**config.mk**
```make
export PLATFORM = sky130hd
export DESIGN_NAME = lacc_rule
export DESIGN_NICKNAME = d
export VERILOG_FILES = /design/src/hdl/lacc_pkg.sv /design/src/hdl/lacc_rule.sv
export SDC_FILE = /design/constraint.sdc
export NUM_CORES = 1
export LEC_CHECK = 0
export ABC_AREA = 1
export ABC_CLOCK_PERIOD_IN_PS = 4800
export BUFFER_PORTS_ARGS = -buffer_cell sky130_fd_sc_hd__buf_2
export CAP_MARGIN = 25
export CORE_MARGIN = 2
export CORE_UTILIZATION = 50
export DETAILED_ROUTE_END_ITERATION = 6
export PLACE_DENSITY_LB_ADDON = 0.12
export SETUP_SLACK_MARGIN = 0.3
export SYNTH_ARGS = -nofsm -noshare
export SYNTH_HDL_FRONTEND = slang
export SYNTH_SLANG_ARGS = --single-unit
```
**constraint.sdc**
```tcl
create_clock -name vclk -period 4.8
set_input_delay 0.48 -clock vclk [all_inputs]
set_output_delay 0.48 -clock vclk [all_outputs]
set_load 0.01 [all_outputs]
```
**src/hdl/lacc_pkg.sv**
```systemverilog
// Shared types and constants of the life automaton with cell counters.
// Used by the top level, the rule unit and the testbench; no dependencies.
package lacc_pkg;

    // Item modes
    localparam logic [1:0] MODE_LOAD    = 2'd0;
    localparam logic [1:0] MODE_ADVANCE = 2'd1;
    localparam logic [1:0] MODE_READ    = 2'd2;

    // Configuration register index, taken from paddr[2]
    localparam logic       REG_BOARD_SIDE   = 1'b0;
    localparam logic [6:0] BOARD_SIDE_RESET = 7'd64;

    // B3/S23 neighbor sums
    localparam logic [3:0] BIRTH_SUM  = 4'd3;
    localparam logic [3:0] CROWD_SUM  = 4'd4;
    localparam logic [3:0] LONELY_SUM = 4'd1;

    // Bit positions of one window column: row above, own row, row below
    localparam int COL_TOP = 2;
    localparam int COL_MID = 1;
    localparam int COL_BOT = 0;

    // Sequencer states
    typedef enum logic [3:0] {
        S_CLEAR = 4'b0001,
        S_IDLE  = 4'b0010,
        S_ADV   = 4'b0100,
        S_RES   = 4'b1000
    } t_state;

    // Decision of the rule unit for one cell
    typedef struct packed {
        logic next_alive;
        logic bump_alive;
        logic bump_surv;
    } t_rule_ctl;

endpackage

```
**src/hdl/lacc_rule.sv**
```systemverilog
// Shared cell rule unit: neighbor sum, B3/S23 decision, saturating counters.
// Depends on lacc_pkg.
module lacc_rule import lacc_pkg::*; #(
    parameter int COUNT_WIDTH = 16
) (
    input  logic [2:0]             i_w1,
    input  logic [2:0]             i_w2,
    input  logic [2:0]             i_x,
    input  logic [COUNT_WIDTH-1:0] i_acnt,
    input  logic [COUNT_WIDTH-1:0] i_scnt,
    output t_rule_ctl              o_ctl,
    output logic [COUNT_WIDTH-1:0] o_acnt,
    output logic [COUNT_WIDTH-1:0] o_scnt
);

    logic [3:0] sum;
    logic       self_alive;
    logic       birth;
    logic       death;
    logic       survive;

    // Count the eight neighbors around the middle of the window
    always_comb begin
        sum = 4'(i_w1[COL_TOP]) + 4'(i_w1[COL_MID]) + 4'(i_w1[COL_BOT])
            + 4'(i_w2[COL_TOP]) + 4'(i_w2[COL_BOT])
            + 4'(i_x[COL_TOP])  + 4'(i_x[COL_MID])  + 4'(i_x[COL_BOT]);
    end

    // Apply the rule
    assign self_alive = i_w2[COL_MID];
    assign birth      = !self_alive && (sum == BIRTH_SUM);
    assign death      = self_alive && ((sum >= CROWD_SUM) || (sum <= LONELY_SUM));
    assign survive    = self_alive && !death;

    assign o_ctl.next_alive = birth || survive;
    assign o_ctl.bump_alive = birth || survive;
    assign o_ctl.bump_surv  = survive;

    // Saturate counters at all ones
    assign o_acnt = (&i_acnt) ? i_acnt : i_acnt + COUNT_WIDTH'(1);
    assign o_scnt = (&i_scnt) ? i_scnt : i_scnt + COUNT_WIDTH'(1);

endmodule

```
## Word level (Yosys, flattened, before mapping)

Cells that the tools add are included.

| storage, ports and cells | value |
|---|---|
| register bits after elaboration | 0 |
| input bits | 41 |
| output and inout port bits | 35 |
| logic and storage cells | 23 |

| cells by class | value |
|---|---|
| add/sub/neg operators | 9 |
| $lt $le $gt $ge | 2 |
| equal/unequal tests | 1 |
| muxes and demuxes | 2 |
| reduce and logical (&&, ||, !) cells | 9 |

Operators by type and width:

| cell | number |
|---|---|
| $add 16x1->16 const B | 2 |
| $mux 16 | 2 |
| $reduce_and 16->1 | 2 |
| $add 4x1->4 | 4 |
| $add 3x1->4 | 1 |
| $eq 4x2->1 const B | 1 |
| $ge 4x3->1 const B | 1 |
| $le 4x1->1 const B | 1 |
| $add 2x1->3 | 1 |
| $logic_and 1x1->1 | 3 |
| $add 1x1->2 | 1 |
| $logic_not 1->1 | 2 |
| $logic_or 1x1->1 | 2 |

## Logic depth before layout (Yosys ltp)

| depth | value |
|---|---|
| depth in word-level cells | 13 |
| depth in mapped cells | 14 |
| depth with buffers taken out | 13 |

## Worst setup path before layout

Ideal clock, no wire load.

| path | value |
|---|---|
| kind | input to output |
| start point | in i_w1[0] |
| end point | out o_ctl[2] in the netlist's numbering |
| arrival time | 3,128 ps |
| required time | 4,320 ps |
| path slack | 1,192 ps |
| cell stages on the path | 12 |
| buffers on the path | 1 |
| path through | fa_1 > inv_1 > fa_1 > fa_1 > inv_1 > ha_1 > inv_1 > fa_1 > nor2_1 > nand3_1 > nand2_1 > buf_4 |

RTL lines:

| element | line | RTL |
|---|---|---|
| start: declaration | lacc_rule.sv:6 | `input logic [2:0] i_w1,` |
| end: declaration | lacc_rule.sv:11 | `output t_rule_ctl o_ctl,` |

==> results.ini <==
[detailed_routing]
drcViolationCount=0
drt_first_pass_iters=4
dr_total_vias=1625
drt_iter0_markers=38
ant_nets=0
route.final.wire_length_um=3180
avgRoutedWirePerCell_um=9.34
viasPerCell=4.77

[timing]
setup_viol=0
period_needed_ns=3.76
drv_slew=0
max_slew_margin=0.739
period_share=0.783
fin_tns_setup_ns=0
worstMarginPinSlew_ns=0.390
grt_setup_unrepaired=false
finalHoldViolCount=0
fmax_ghz=0.266

[global_route]
first_global_vias=1299
grt_max_degree=16
antenna_found_initial=0
grt_pass1_wl_um=5260
grt_overflow=0
groute.usage.overall=0.228

[floorplan]
die_w_um=54.4
die_h_um=54.4
initial_core_util=0.518
rows=18
fp.dieArea_um2=2960
io_pins=76
coreArea_um2=2450

[yosys]
syn_inst=239
synth_area_leaders=nand2_1 22%, nand3_1 12%, inv_1 11%
synth_commonest_cells=75 x nand2_1, 37 x inv_1, 32 x nor2_1
ys_warn_count=0
synth.avg_cell_area_um2=5.32
seq_area_frac_synth=0
synth_area_um2=1270
synth_most_common_cell=nand2_1
ys_types=26
yosys.area.top_type=nand2_1
yosysTopAreaCellShare=0.221
syn_nets=289

[setup_path]
crit_arrival_ns=3.28
crit_family=adder cells
slowest_delay_ns=0.53
critPathBufInv=5
critPathSlowestCell=fa_1
required_ns=4.32
cp-start-kind=primary input
path_cells=buf_2 -> fa_1 -> inv_1 -> fa_1 -> fa_1 -> inv_1 -> ha_1 -> inv_1 -> fa_1 -> nor2_1 -> nand3_1 -> nand2_1 -> buf_2
path_class=primary input to primary output
crit_path_frequent_cell=fa_1
cp_max_fo=2
endpoint_kind=primary output

[power_and_ir_drop]
fin_total_pwr_mw=0.159
switching_share=0.572
irDropWorstVdd_v=0.000115
sequentialPowerShare=0
power_frac_clock=0
powerDensity_nw_per_um2=96.2
leakage_nw=1.05
p_int_mw=0.0679
switchingPower_mw=0.0909
combPwrFrac=1.000

[clock_network]
postCtsHoldBufs=0
post_cts_buffers=0
cts_resized=0

[placement]
port_buffers=76
hpwl_um=2820
place.gp.congestion=0.908

[run]
cap_violations=0

[cells_and_area]
regArea_um2=0
finalNetCount=363
fin_util=0.672
nClkBuffers=0
area_growth_syn_to_layout_pct=29.7
diodes=0
drive_gt1_frac=0.315
seq_cell_count=0

[min_path]
hold_class=primary input to primary output

[status]
outcome=finished, final reports clean

[cells by family (layout without fill, tap and decap cells)]
family / Yosys count / count (layout) / share of synthesized area
and+or+nand+nor: 175 / 175 / 0.669
xor gates and xnor gates: 8 / 8 / 0.0551
AOI/OAI and AO/OA: 4 / 4 / 0.0157
adders and majority gates: 9 / 9 / 0.112
buffers and inverters: 43 / 115 / 0.148
[path summary, 6_finish.rpt]
path | startpoint | endpoint | slack [ns] | cells past startpoint
setup / recovery | i_w1[0] | o_ctl[1] | 1.04 | 13
hold / removal | i_w2[1] | o_ctl[0] | 1.28 | 4
[metrics by stage]
stage | setup slack (ns) | cell area (µm²) | instances | hold slack, ns
3_3_place_gp | 1.07 | 1650 | 341 | 1.28
3_5_place_dp | 1.01 | 1650 | 341 | 1.28
5_1_grt | 0.815 | 1650 | 341 | 1.32
4_1_cts | 1.01 | 1650 | 341 | 1.28
6_report | 1.04 | 1650 | 341 | 1.28
2_1_floorplan | 1.19 | 1270 | 239 | 1.07
[cell usage in the layout, fill, tap and decap left out, types with 3 or more instances in the layout]
cell / synthesis / routed
ha_1: 5 / 5
nand3_2: 7 / 7
inv_1: 37 / 37
nand3_1: 31 / 31
nand4_1: 9 / 9
fa_1: 4 / 4
nor2_1: 32 / 32
xnor2_1: 6 / 6
nand2_2: 6 / 6
or2_1: 5 / 5
nand2_1: 75 / 75
buf_2: 1 / 76
nor2_2: 3 / 3
[power by group through the flow]
stage / logic, mW / registers (mW) / clock network [mW]
2_1_floorplan: 0.104 / 0 / 0
3_3_place_gp: 0.157 / 0 / 0
3_5_place_dp: 0.161 / 0 / 0
4_1_cts: 0.161 / 0 / 0
5_1_grt: 0.187 / 0 / 0
6_report: 0.159 / 0 / 0
[cell type report]
cell class	count	area (µm²)
Multi-Input combinational cell	196	1080
Timing Repair Buffer	76	380
Tap cell	30	37.5
Inverter	39	149
Fill cell	259	805
[routing by layer]
metal,track usage,wire length (µm)
met5,0,0
met4,0,0
met3,0,198
met2,0.386,1410
met1,0.342,1580
Note: power is estimated with default switching activity, not from simulation.
